File: config.mk
export PLATFORM = sky130hd
export DESIGN_NAME = three_level_feedback_scheduler_core_flat
export DESIGN_NICKNAME = d
export VERILOG_FILES = /design/src/hdl/tlfs_pkg.sv /design/src/hdl/tlfs_in_if.sv /design/src/hdl/tlfs_out_if.sv /design/src/hdl/tlfs_ctrl.sv /design/src/hdl/tlfs_dpath.sv /design/src/hdl/three_level_feedback_scheduler_core.sv /design/src/flat_wrapper.sv
export SDC_FILE = /design/constraint.sdc
export NUM_CORES = 2
export LEC_CHECK = 0
export ABC_AREA = 0
export BUFFER_PORTS_ARGS = -buffer_cell sky130_fd_sc_hd__buf_2
export CAP_MARGIN = 20
export CORE_ASPECT_RATIO = 0.7
export CORE_MARGIN = 5
export CORE_UTILIZATION = 60
export DETAILED_ROUTE_END_ITERATION = 16
export GPL_ROUTABILITY_DRIVEN = 0
export PLACE_DENSITY = 0.76
export REMOVE_ABC_BUFFERS = 1
export SKIP_CTS_REPAIR_TIMING = 1
export SYNTH_ARGS = -nofsm -noshare
export SYNTH_HDL_FRONTEND = slang
export SYNTH_SLANG_ARGS = --single-unit
File: constraint.sdc
create_clock -name i_clk -period 22.6 [get_ports i_clk]
set_input_delay 2.26 -clock i_clk [delete_from_list [all_inputs] [get_ports i_clk]]
set_output_delay 2.26 -clock i_clk [all_outputs]
set_load 0.02 [all_outputs]
File: src/hdl/tlfs_pkg.sv
// ----------------------------------------------------------------------------
// tlfs_pkg
// Types and codes of the three-level feedback scheduler.
// ----------------------------------------------------------------------------
package tlfs_pkg;

    // Command codes of an input word.
    localparam logic CMD_LOAD = 1'b0;
    localparam logic CMD_STEP = 1'b1;

    // Configuration register indexes.
    localparam logic CFG_QUANTUM_ONE = 1'b0;
    localparam logic CFG_QUANTUM_TWO = 1'b1;

    // Queue codes: three ready levels and the I/O wait queue.
    localparam logic [1:0] Q_TOP  = 2'd0;
    localparam logic [1:0] Q_MID  = 2'd1;
    localparam logic [1:0] Q_BOT  = 2'd2;
    localparam logic [1:0] Q_WAIT = 2'd3;

    // Destination codes of a result word.
    localparam logic [2:0] DEST_WAIT = 3'd0;
    localparam logic [2:0] DEST_TERM = 3'd4;

    // Reset values of the quanta.
    localparam logic [7:0] QUANTUM_ONE_RESET = 8'd6;
    localparam logic [7:0] QUANTUM_TWO_RESET = 8'd11;

    typedef struct packed {
        logic       command;
        logic [2:0] process_id;
        logic [4:0] burst_index;
        logic [9:0] burst_length;
        logic       last_burst;
    } t_in_word;

    typedef struct packed {
        logic       ran;
        logic [2:0] served_process;
        logic       was_io;
        logic [1:0] served_level;
        logic [9:0] run_amount;
        logic [2:0] destination;
        logic [5:0] next_burst_index;
    } t_out_word;

    // Controller to datapath.
    typedef struct packed {
        logic load;
        logic pop;
        logic exec;
        logic idle;
    } t_cmd;

    // Datapath to controller.
    typedef struct packed {
        logic can_pop;
        logic live;
        logic out_full;
    } t_status;

endpackage

File: src/hdl/tlfs_in_if.sv
// ----------------------------------------------------------------------------
// tlfs_in_if
// Input channel: valid, ready and one input word.
// ----------------------------------------------------------------------------
interface tlfs_in_if;
    logic               valid;
    logic               ready;
    tlfs_pkg::t_in_word data;

    modport source (output valid, output data, input ready);
    modport sink   (input valid, input data, output ready);
endinterface

File: src/hdl/tlfs_out_if.sv
// ----------------------------------------------------------------------------
// tlfs_out_if
// Output channel: valid, ready and one result word.
// ----------------------------------------------------------------------------
interface tlfs_out_if;
    logic                valid;
    logic                ready;
    tlfs_pkg::t_out_word data;

    modport source (output valid, output data, input ready);
    modport sink   (input valid, input data, output ready);
endinterface

File: src/hdl/tlfs_ctrl.sv
// ----------------------------------------------------------------------------
// tlfs_ctrl
// Step sequencer: accept, pop and skip finished processes, execute.
// ----------------------------------------------------------------------------
module tlfs_ctrl (
    input  logic                i_clk,
    input  logic                i_rst_n,
    input  logic                i_in_valid,
    input  logic                i_in_command,
    input  tlfs_pkg::t_status   i_status,
    output logic                o_in_ready,
    output tlfs_pkg::t_cmd      o_cmd
);

    typedef enum logic [1:0] {
        ST_IDLE,
        ST_PICK,
        ST_EXEC
    } t_state;

    t_state r_state, n_state;
    logic   r_idle, n_idle;
    logic   accept;

    assign o_in_ready = (r_state == ST_IDLE);
    assign accept     = i_in_valid && o_in_ready;

    // Commands follow from the state and the datapath status.
    always_comb begin
        n_state    = r_state;
        n_idle     = r_idle;
        o_cmd      = '0;
        o_cmd.idle = r_idle;
        case (r_state)
            ST_IDLE: begin
                if (accept) begin
                    if (i_in_command == tlfs_pkg::CMD_LOAD) begin
                        o_cmd.load = 1'b1;
                    end else begin
                        n_state = ST_PICK;
                    end
                end
            end
            ST_PICK: begin
                if (!i_status.can_pop) begin
                    n_idle  = 1'b1;
                    n_state = ST_EXEC;
                end else begin
                    o_cmd.pop = 1'b1;
                    if (i_status.live) begin
                        n_idle  = 1'b0;
                        n_state = ST_EXEC;
                    end
                end
            end
            ST_EXEC: begin
                if (!i_status.out_full) begin
                    o_cmd.exec = 1'b1;
                    n_state    = ST_IDLE;
                end
            end
            default: begin
                n_state = ST_IDLE;
            end
        endcase
    end

    // State and the idle-result flag.
    always_ff @(posedge i_clk) begin
        if (!i_rst_n) begin
            r_state <= ST_IDLE;
            r_idle  <= 1'b0;
        end else begin
            r_state <= n_state;
            r_idle  <= n_idle;
        end
    end

endmodule

File: src/hdl/tlfs_dpath.sv
// ----------------------------------------------------------------------------
// tlfs_dpath
// Burst store, process tables, four queues, quanta and output register.
// ----------------------------------------------------------------------------
module tlfs_dpath #(
    parameter int NUM_PROCESSES = 8,
    parameter int MAX_BURSTS    = 32,
    parameter int BURST_WIDTH   = 10
) (
    input  logic                i_clk,
    input  logic                i_rst_n,
    input  tlfs_pkg::t_in_word  i_in_data,
    input  tlfs_pkg::t_cmd      i_cmd,
    input  logic                i_cfg_we,
    input  logic                i_cfg_index,
    input  logic [7:0]          i_cfg_data,
    input  logic                i_out_ready,
    output tlfs_pkg::t_status   o_status,
    output logic                o_out_valid,
    output tlfs_pkg::t_out_word o_out_data
);

    localparam int PW  = $clog2(NUM_PROCESSES);
    localparam int BW  = $clog2(MAX_BURSTS);
    localparam int PSW = $clog2(MAX_BURSTS + 1);
    localparam int CW  = $clog2(NUM_PROCESSES + 1);
    localparam int AW  = $clog2(NUM_PROCESSES * MAX_BURSTS);
    localparam int SW  = (BURST_WIDTH > 8) ? BURST_WIDTH : 8;
    localparam int IPW = (PW > 3) ? PW : 3;
    localparam int IBW = (BW > 5) ? BW : 5;
    localparam int LW  = (BURST_WIDTH > 10) ? BURST_WIDTH : 10;
    localparam int DEPTH = NUM_PROCESSES * MAX_BURSTS;

    localparam logic [1:0] Q_TOP = tlfs_pkg::Q_TOP;
    localparam logic [1:0] Q_MID = tlfs_pkg::Q_MID;
    localparam logic [1:0] Q_BOT = tlfs_pkg::Q_BOT;

    // Storage.
    logic [BURST_WIDTH-1:0] mem [DEPTH];
    logic [BURST_WIDTH-1:0] r_rdata;
    logic [PSW-1:0]         r_total [NUM_PROCESSES];
    logic [PSW-1:0]         r_pos   [NUM_PROCESSES];
    logic [1:0]             r_level [NUM_PROCESSES];
    logic [PW-1:0]          r_slot  [4][NUM_PROCESSES];
    logic [PW-1:0]          r_head  [4];
    logic [PW-1:0]          r_tail  [4];
    logic [CW-1:0]          r_count [4];
    logic                   r_drain;
    logic [7:0]             r_q1, r_q2;
    logic [PW-1:0]          r_pid;
    logic [AW-1:0]          r_addr;
    logic                   r_out_valid;
    tlfs_pkg::t_out_word    r_out_data;

    // Load decode.
    logic [IPW-1:0]         ld_pid_ext;
    logic [IBW-1:0]         ld_idx_ext;
    logic [PW-1:0]          ld_pid;
    logic [BW-1:0]          ld_idx;
    logic                   ld_ok;
    logic [AW-1:0]          ld_addr;

    assign ld_pid_ext = IPW'(i_in_data.process_id);
    assign ld_idx_ext = IBW'(i_in_data.burst_index);
    assign ld_pid     = ld_pid_ext[PW-1:0];
    assign ld_idx     = ld_idx_ext[BW-1:0];
    assign ld_ok      = i_cmd.load
                        && (int'(i_in_data.process_id) < NUM_PROCESSES)
                        && (int'(i_in_data.burst_index) < MAX_BURSTS);
    assign ld_addr    = AW'(int'(ld_pid) * MAX_BURSTS + int'(ld_idx));

    // Queue selection: first non-empty ready level unless draining I/O.
    logic       sel_ready;
    logic [1:0] sel_q, pop_q;
    logic [PW-1:0] ppid;

    always_comb begin
        sel_ready = !r_drain;
        if (r_count[Q_TOP] != '0) begin
            sel_q = tlfs_pkg::Q_TOP;
        end else if (r_count[Q_MID] != '0) begin
            sel_q = tlfs_pkg::Q_MID;
        end else if (r_count[Q_BOT] != '0) begin
            sel_q = tlfs_pkg::Q_BOT;
        end else begin
            sel_q     = tlfs_pkg::Q_TOP;
            sel_ready = 1'b0;
        end
    end

    assign pop_q = sel_ready ? sel_q : tlfs_pkg::Q_WAIT;
    assign ppid  = r_slot[pop_q][r_head[pop_q]];

    assign o_status.can_pop  = sel_ready || (r_count[tlfs_pkg::Q_WAIT] != '0);
    assign o_status.live     = r_pos[ppid] < r_total[ppid];
    assign o_status.out_full = r_out_valid;

    // Execution of the picked burst.
    logic [PSW-1:0]         x_pos, x_npos;
    logic [1:0]             x_lvl, x_nlvl, x_q;
    logic [SW-1:0]          x_data, x_qv, x_rem;
    logic [LW-1:0]          x_run;
    logic                   x_io, x_wb;
    logic [2:0]             x_dest;
    logic                   x_push;

    always_comb begin
        x_pos  = r_pos[r_pid];
        x_lvl  = r_level[r_pid];
        x_data = SW'(r_rdata);
        x_qv   = (x_lvl == Q_TOP) ? SW'(r_q1) : SW'(r_q2);
        x_rem  = (x_data > x_qv) ? (x_data - x_qv) : '0;
        x_io   = x_pos[0];
        x_wb   = 1'b0;
        x_npos = x_pos + PSW'(1);
        x_nlvl = x_lvl;
        x_run  = LW'(r_rdata);
        if (!x_io && (x_lvl == Q_TOP || x_lvl == Q_MID)) begin
            x_wb  = 1'b1;
            x_run = LW'(x_qv);
            if (x_rem != '0) begin
                x_npos = x_pos;
                x_nlvl = x_lvl + 2'd1;
            end
        end
        x_q    = (x_nlvl == Q_TOP || x_nlvl == Q_MID) ? x_nlvl : Q_BOT;
        x_push = 1'b1;
        if (x_npos >= r_total[r_pid]) begin
            x_dest = tlfs_pkg::DEST_TERM;
            x_push = 1'b0;
        end else if (x_npos[0]) begin
            x_dest = tlfs_pkg::DEST_WAIT;
            x_q    = tlfs_pkg::Q_WAIT;
        end else begin
            x_dest = 3'(x_q) + 3'd1;
        end
    end

    logic exec_run;
    assign exec_run = i_cmd.exec && !i_cmd.idle;

    // Queue push: a load of a last burst enqueues at the top, an execution routes onward.
    logic          push_en;
    logic [1:0]    push_q;
    logic [PW-1:0] push_pid;

    always_comb begin
        if (ld_ok && i_in_data.last_burst) begin
            push_en  = 1'b1;
            push_q   = Q_TOP;
            push_pid = ld_pid;
        end else begin
            push_en  = exec_run && x_push;
            push_q   = x_q;
            push_pid = r_pid;
        end
    end

    // Burst store with one write port and a registered read port.
    always_ff @(posedge i_clk) begin
        if (ld_ok) begin
            mem[ld_addr] <= BURST_WIDTH'(i_in_data.burst_length);
        end else if (exec_run && x_wb) begin
            mem[r_addr] <= x_rem[BURST_WIDTH-1:0];
        end
        if (i_cmd.pop) begin
            r_rdata <= mem[AW'(int'(ppid) * MAX_BURSTS + int'(r_pos[ppid][BW-1:0]))];
            r_addr  <= AW'(int'(ppid) * MAX_BURSTS + int'(r_pos[ppid][BW-1:0]));
            r_pid   <= ppid;
        end
    end

    // Queue slots.
    always_ff @(posedge i_clk) begin
        if (push_en && (int'(r_count[push_q]) < NUM_PROCESSES)) begin
            r_slot[push_q][r_tail[push_q]] <= push_pid;
        end
    end

    // Queue pointers, drain mode and process tables.
    always_ff @(posedge i_clk) begin
        if (!i_rst_n) begin
            for (int q = 0; q < 4; q++) begin
                r_head[q]  <= '0;
                r_tail[q]  <= '0;
                r_count[q] <= '0;
            end
            for (int p = 0; p < NUM_PROCESSES; p++) begin
                r_total[p] <= '0;
                r_pos[p]   <= '0;
                r_level[p] <= '0;
            end
            r_drain <= 1'b0;
        end else begin
            for (int q = 0; q < 4; q++) begin
                if (push_en && (push_q == 2'(q))
                        && (int'(r_count[q]) < NUM_PROCESSES)) begin
                    r_tail[q]  <= (int'(r_tail[q]) == NUM_PROCESSES - 1)
                                  ? '0 : r_tail[q] + PW'(1);
                    r_count[q] <= r_count[q] + CW'(1);
                end
                if (i_cmd.pop && (pop_q == 2'(q))) begin
                    r_head[q]  <= (int'(r_head[q]) == NUM_PROCESSES - 1)
                                  ? '0 : r_head[q] + PW'(1);
                    r_count[q] <= r_count[q] - CW'(1);
                end
            end
            if (i_cmd.pop) begin
                if (sel_ready) begin
                    r_level[ppid] <= sel_q;
                end else begin
                    r_drain <= (r_count[tlfs_pkg::Q_WAIT] != CW'(1));
                end
            end
            if (ld_ok && i_in_data.last_burst) begin
                r_total[ld_pid] <= PSW'(int'(ld_idx) + 1);
                r_pos[ld_pid]   <= '0;
                r_level[ld_pid] <= Q_TOP;
            end
            if (exec_run) begin
                r_pos[r_pid]   <= x_npos;
                r_level[r_pid] <= x_nlvl;
            end
        end
    end

    // Configuration registers.
    always_ff @(posedge i_clk) begin
        if (!i_rst_n) begin
            r_q1 <= tlfs_pkg::QUANTUM_ONE_RESET;
            r_q2 <= tlfs_pkg::QUANTUM_TWO_RESET;
        end else if (i_cfg_we) begin
            if (i_cfg_index == tlfs_pkg::CFG_QUANTUM_ONE) begin
                r_q1 <= i_cfg_data;
            end else begin
                r_q2 <= i_cfg_data;
            end
        end
    end

    // Output register.
    always_ff @(posedge i_clk) begin
        if (!i_rst_n) begin
            r_out_valid <= 1'b0;
        end else if (i_cmd.exec) begin
            r_out_valid <= 1'b1;
        end else if (i_out_ready) begin
            r_out_valid <= 1'b0;
        end
    end

    always_ff @(posedge i_clk) begin
        if (i_cmd.exec) begin
            if (i_cmd.idle) begin
                r_out_data <= '0;
            end else begin
                r_out_data.ran              <= 1'b1;
                r_out_data.served_process   <= 3'(r_pid);
                r_out_data.was_io           <= x_io;
                r_out_data.served_level     <= x_lvl;
                r_out_data.run_amount       <= x_run[9:0];
                r_out_data.destination      <= x_dest;
                r_out_data.next_burst_index <= 6'(x_npos);
            end
        end
    end

    assign o_out_valid = r_out_valid;
    assign o_out_data  = r_out_data;

endmodule

File: src/hdl/three_level_feedback_scheduler_core.sv
// ----------------------------------------------------------------------------
// three_level_feedback_scheduler_core
// Three-level feedback queue scheduler with an I/O wait queue.
// ----------------------------------------------------------------------------
// Channel   Direction  Word
// i_in      sink       load one burst or request one scheduling step
// o_out     source     one result word per step, none per load
// i_cfg_*   write      quantum of the top (index 0) or middle (index 1) level
//
// A load is written on acceptance. After acceptance a step enters the pick state,
// which pops one queue head per pick until a live process is popped (each finished
// process skipped is popped too) or nothing is left to pick; the burst store read
// sits between pop and execute.
// The execute cycle waits while the output register still holds a word.
// Synchronous reset empties all queues and tables; the burst store is not cleared.
module three_level_feedback_scheduler_core #(
    parameter int NUM_PROCESSES = 8,
    parameter int MAX_BURSTS    = 32,
    parameter int BURST_WIDTH   = 10
) (
    input  logic              i_clk,
    input  logic              i_rst_n,
    tlfs_in_if.sink           i_in,
    tlfs_out_if.source        o_out,
    input  logic              i_cfg_we,
    input  logic              i_cfg_index,
    input  logic [7:0]        i_cfg_data
);

    tlfs_pkg::t_cmd    cmd;
    tlfs_pkg::t_status status;

    tlfs_ctrl u_ctrl (
        .i_clk        (i_clk),
        .i_rst_n      (i_rst_n),
        .i_in_valid   (i_in.valid),
        .i_in_command (i_in.data.command),
        .i_status     (status),
        .o_in_ready   (i_in.ready),
        .o_cmd        (cmd)
    );

    tlfs_dpath #(
        .NUM_PROCESSES (NUM_PROCESSES),
        .MAX_BURSTS    (MAX_BURSTS),
        .BURST_WIDTH   (BURST_WIDTH)
    ) u_dpath (
        .i_clk       (i_clk),
        .i_rst_n     (i_rst_n),
        .i_in_data   (i_in.data),
        .i_cmd       (cmd),
        .i_cfg_we    (i_cfg_we),
        .i_cfg_index (i_cfg_index),
        .i_cfg_data  (i_cfg_data),
        .i_out_ready (o_out.ready),
        .o_status    (status),
        .o_out_valid (o_out.valid),
        .o_out_data  (o_out.data)
    );

endmodule

File: src/flat_wrapper.sv
// flat-port wrapper written by rule: the top's interface ports become plain ports
module three_level_feedback_scheduler_core_flat 
#(
    parameter int NUM_PROCESSES = 8,
    parameter int MAX_BURSTS    = 32,
    parameter int BURST_WIDTH   = 10
)
  (i_clk, i_rst_n, i_cfg_we, i_cfg_index, i_cfg_data, i_in_valid, i_in_data, i_in_ready, o_out_valid, o_out_data, o_out_ready);
  tlfs_in_if i_in_i ();
  tlfs_out_if o_out_i ();
  input  logic i_clk;
  input  logic i_rst_n;
  input  logic i_cfg_we;
  input  logic i_cfg_index;
  input  logic [7:0] i_cfg_data;
  input wire logic [$bits(i_in_i.valid)-1:0] i_in_valid;
  input wire logic [$bits(i_in_i.data)-1:0] i_in_data;
  output wire logic [$bits(i_in_i.ready)-1:0] i_in_ready;
  output wire logic [$bits(o_out_i.valid)-1:0] o_out_valid;
  output wire logic [$bits(o_out_i.data)-1:0] o_out_data;
  input wire logic [$bits(o_out_i.ready)-1:0] o_out_ready;
  assign i_in_i.valid = i_in_valid;
  assign i_in_i.data = i_in_data;
  assign i_in_ready = i_in_i.ready;
  assign o_out_valid = o_out_i.valid;
  assign o_out_data = o_out_i.data;
  assign o_out_i.ready = o_out_ready;
  three_level_feedback_scheduler_core #(.NUM_PROCESSES(NUM_PROCESSES), .MAX_BURSTS(MAX_BURSTS), .BURST_WIDTH(BURST_WIDTH)) u_core (.i_clk(i_clk), .i_rst_n(i_rst_n), .i_in(i_in_i), .o_out(o_out_i), .i_cfg_we(i_cfg_we), .i_cfg_index(i_cfg_index), .i_cfg_data(i_cfg_data));
endmodule
==> key figures <==
Synth
  • Post-synthesis instance area: 117,000 sq um
  • Synthesized area per cell: 13.8 sq um
  • Share of synthesized flip-flops with an asynchronous set or reset: 0
  • Main flop type after synthesis: sky130_fd_sc_hd__edfxtp_1
  • Synth Register Bits: ~2,900
  • Post-Synthesis Cells: 8,520
  • EDFF count, synth: 2,852
  • Yosys synthesis warning count: 0
  • Post-synthesis sequential area ratio: 0.733
  • Unique masters post-synth: 90

Critical path
  • Critical register-to-register path endpoint: u_core.u_dpath.r_rdata[8]
  • Peak fanout along the critical path: ~130
  • Reg-to-reg setup timing slack: 12.79 ns
  • Start point of the critical path: u_core.u_dpath.r_drain
  • Endpoint type of the worst setup path: flop
  • Worst reg-to-reg path cell count: 21
  • Element type at the critical path start: flop
  • Reg2reg start: u_core.u_dpath.r_drain
  • Worst Setup Path Type: reg -> reg
  • Endpoint of the most critical setup path: u_core.u_dpath.r_rdata[8]
  • Required time of the critical path: 23.24 ns
  • Arrival time at the worst endpoint: 10.44 ns

Global route
  • Global-route usage over all layers: 0.312
  • Number of antenna violations at the first check in global routing: 24
  • Via count of the first global-routing pass: between 70,000 and 80,000
  • Overflow left after global routing: 0
  • First-pass GRT wire length: 479,000 um
  • Pin count of the biggest net entering global routing: around 190

Die
  • Vertical die dimension: 380 um
  • Width of the chip: 539 um
  • Area of the die: ~200,000 sq um
  • Initial standard-cell utilization of the core: 0.605
  • Core ar.: 194,000 sq um
  • Boundary pin count: 62
  • Standard-cell rows: roughly 140

Clocking
  • Clock tree from TritonCTS: yes
  • Number of clock sinks seen by CTS: between 2,000 and 3,000
  • CTS H-Tree Depth: 4
  • Buffer type at the clock tree root: sky130_fd_sc_hd__clkbuf_16
  • Clock-pin slew on the worst setup and hold paths: 0.07 ns
  • Deepest clock path buffer count: 4
  • TritonCTS buffer count: 248
  • Worst skew pair latency: 0.90 ns

Timing
  • Total count of hold-check failures in the final report: 0
  • Final-report setup violation count: 0
  • Slew at the pin closest to its max-slew limit: about 1.5 ns
  • Worst clock skew: 0.0634 ns
  • Final max-slew violation count: 0
  • Unrepaired setup endpoints after global routing: no
  • Remaining max-slew budget at the tightest pin: 0.0273
  • Max Clock Freq: 0.102 GHz
  • Fin crit share: 0.434
  • Time the final worst path needs with I/O delays and setup: 9.81 ns
  • Hold WS: around 0.47 ns

Detailed routing
  • DRT antenna net count: 0
  • Post-detailed-route DRC marker count: 0
  • Routed wire length: 328,000 um
  • Length of the first detailed-routing pass in iterations: 7
  • Total number of vias: 76,300
  • Mean number of vias per cell: 6.75
  • Number of violations reported at the end of detailed-routing iteration 0: 13,500
  • Routed length per instance: ~29 um

Placed design
  • Area after DPL: about 120,000 sq um
  • Number of buffer cells added on primary ports: about 60
  • Dpl hpwl: 193,000 um

Final layout
  • Fin nets: 8,559
  • Most common cell after layout, fill and taps aside: sky130_fd_sc_hd__edfxtp_1
  • Most frequent cells in the layout: sky130_fd_sc_hd__edfxtp_1, sky130_fd_sc_hd__nand2_1, sky130_fd_sc_hd__nand3_1, sky130_fd_sc_hd__nor2_1, sky130_fd_sc_hd__mux2i_1
  • Post-Layout Inst Area: 128,000 sq um
  • Number of inserted filler cells in the final layout: between 10,000 and 15,000
  • Share of layout cells above drive strength 1: 0.0824
  • Syn-to-layout area delta: 8.85%

Hold path
  • Path category of the worst min-delay check: reg -> reg

Outcome
  • Run status: finished clean

Flow run
  • Max-cap check violation count: 0
## stage by stage
step | setup slack, ns | instances | setup TNS, ns | util
6_report | 12.79 | 11300 | 0 | 0.659
5_1_grt | 12.20 | 11300 | 0 | 0.658
4_1_cts | 13.07 | 11200 | 0 | 0.657
3_5_place_dp | 13.09 | 10800 | 0 | 0.617
3_3_place_gp | 13.23 | 10800 | 0 | 0.616
2_1_floorplan | -35.70 | 7982 | -395.03 | -
## layout make-up
cell class | count | area (sq um) | area share
Tap cell | 2603 | 3260 | 0.0255
Inverter | 39 | 171 | 0.00134
Timing Repair Buffer | 242 | 2030 | 0.0158
Antenna cell | 27 | 67.6 | 0.000529
Clock buffer | 313 | 6560 | 0.0513
Clock inverter | 132 | 1050 | 0.00823
Multi-Input combinational cell | 5067 | 28600 | 0.224
Sequential cell | 2876 | 86100 | 0.674
## layer usage
layer | share of wire | vias to the layer above | track usage
met2 | 0.43 | 6208 | 0.439
met4 | 0.041 | 4 | 0.119
met3 | 0.15 | 803 | 0.0951
met1 | 0.37 | 37400 | 0.461
li1 | - | 31900 | -
met5 | 0.00010 | - | 0
## worst min path at each step
stage                           start                endpoint  slack, ns  cells after the start
2_1_floorplan  u_core.u_dpath.r_q2[0]  u_core.u_dpath.r_q2[0]       0.43                      2
3_3_place_gp   u_core.u_dpath.r_q2[6]  u_core.u_dpath.r_q2[6]       0.45                      2
3_5_place_dp   u_core.u_dpath.r_q2[6]  u_core.u_dpath.r_q2[6]       0.46                      2
4_1_cts        u_core.u_dpath.r_q2[6]  u_core.u_dpath.r_q2[6]       0.47                      2
5_1_grt        u_core.u_dpath.r_q1[7]  u_core.u_dpath.r_q1[7]       0.49                      2
6_report       u_core.u_dpath.r_q2[6]  u_core.u_dpath.r_q2[6]       0.47                      2
## state kept, by name, indices dropped and copies added, names as in the netlist, 16 cells and up, named ones only
register	count
u_core.u_dpath.r_pos	48
u_core.u_dpath.r_count	16
u_core.u_dpath.r_total	48
u_core.u_dpath.r_slot	96
u_core.u_dpath.r_level	16
u_core.u_dpath.o_out_data	26
u_core.u_dpath.mem	2560
## critical path: stages, from the launching register on
cell and delay (ns):
sky130_fd_sc_hd__dfxtp_1 0.83, sky130_fd_sc_hd__clkinv_1 0.68, sky130_fd_sc_hd__nand4_1 0.39, sky130_fd_sc_hd__o22ai_2 0.18
sky130_fd_sc_hd__nor2_1 0.62, sky130_fd_sc_hd__mux2i_1 0.28, sky130_fd_sc_hd__a211oi_1 0.09, sky130_fd_sc_hd__or4_1 0.99
sky130_fd_sc_hd__inv_6 0.34, sky130_fd_sc_hd__nand4_1 0.19, sky130_fd_sc_hd__nand4_4 0.32, sky130_fd_sc_hd__buf_4 0.56
sky130_fd_sc_hd__buf_4 0.83, sky130_fd_sc_hd__buf_12 0.67, sky130_fd_sc_hd__buf_4 0.71, sky130_fd_sc_hd__mux2i_1 0.28
sky130_fd_sc_hd__a32oi_1 0.10, sky130_fd_sc_hd__nand4_1 0.17, sky130_fd_sc_hd__nand3_1 0.19, sky130_fd_sc_hd__nor4_1 0.50
sky130_fd_sc_hd__nor2_1 0.28, sky130_fd_sc_hd__o211a_1 0.18
## synth_stat cells (9+ instances only)
cell	number	share of area
sky130_fd_sc_hd__nand3_1	625	0.027
sky130_fd_sc_hd__buf_6	40	0.0038
sky130_fd_sc_hd__nor4_1	23	0.0012
sky130_fd_sc_hd__a21oi_1	69	0.0029
sky130_fd_sc_hd__o31ai_1	14	0.00089
sky130_fd_sc_hd__xor2_1	9	0.00067
sky130_fd_sc_hd__buf_1	25	0.00080
sky130_fd_sc_hd__a22oi_1	26	0.0017
sky130_fd_sc_hd__o221ai_1	20	0.0015
sky130_fd_sc_hd__ha_1	47	0.0050
sky130_fd_sc_hd__mux2_2	10	0.00096
sky130_fd_sc_hd__a211oi_1	49	0.0031
sky130_fd_sc_hd__a221oi_2	13	0.0017
sky130_fd_sc_hd__a32o_1	17	0.0014
sky130_fd_sc_hd__a31oi_1	117	0.0062
sky130_fd_sc_hd__nor2_1	584	0.019
sky130_fd_sc_hd__mux4_2	40	0.0077
sky130_fd_sc_hd__a21boi_0	13	0.00083
sky130_fd_sc_hd__dfxtp_1	24	0.0041
sky130_fd_sc_hd__a32oi_1	215	0.016
sky130_fd_sc_hd__nor3_1	27	0.0012
sky130_fd_sc_hd__o211ai_1	20	0.0013
sky130_fd_sc_hd__a311o_1	9	0.00077
sky130_fd_sc_hd__a221oi_1	63	0.0047
sky130_fd_sc_hd__o21ai_1	10	0.00043
sky130_fd_sc_hd__buf_2	205	0.0087
sky130_fd_sc_hd__o2111ai_1	34	0.0025
sky130_fd_sc_hd__mux2i_1	393	0.033
sky130_fd_sc_hd__nor2b_1	18	0.00096
sky130_fd_sc_hd__edfxtp_1	2852	0.73
sky130_fd_sc_hd__xnor2_1	10	0.00075
sky130_fd_sc_hd__and3_1	83	0.0044
sky130_fd_sc_hd__nand4_1	181	0.0096
sky130_fd_sc_hd__buf_4	63	0.0040
sky130_fd_sc_hd__inv_1	33	0.0011
sky130_fd_sc_hd__o21ai_0	101	0.0043
sky130_fd_sc_hd__nand2_1	2030	0.065
sky130_fd_sc_hd__and2_1	32	0.0017
sky130_fd_sc_hd__a311oi_1	14	0.0010
sky130_fd_sc_hd__nand2b_1	17	0.00091
sky130_fd_sc_hd__clkbuf_1	199	0.0064
## cell families after synthesis
group | count (synthesis) | synth area share
compound gates | 866 | 0.0562
xor+xnor | 19 | 0.00142
fa+ha+maj | 53 | 0.00586
buf+inv | 577 | 0.0259
flops | 2876 | 0.733
mux | 443 | 0.0421
simple gates | 3686 | 0.135
Power is not shown: default switching activity piles up to over one toggle a cycle in this logic, so the estimate is an artifact.
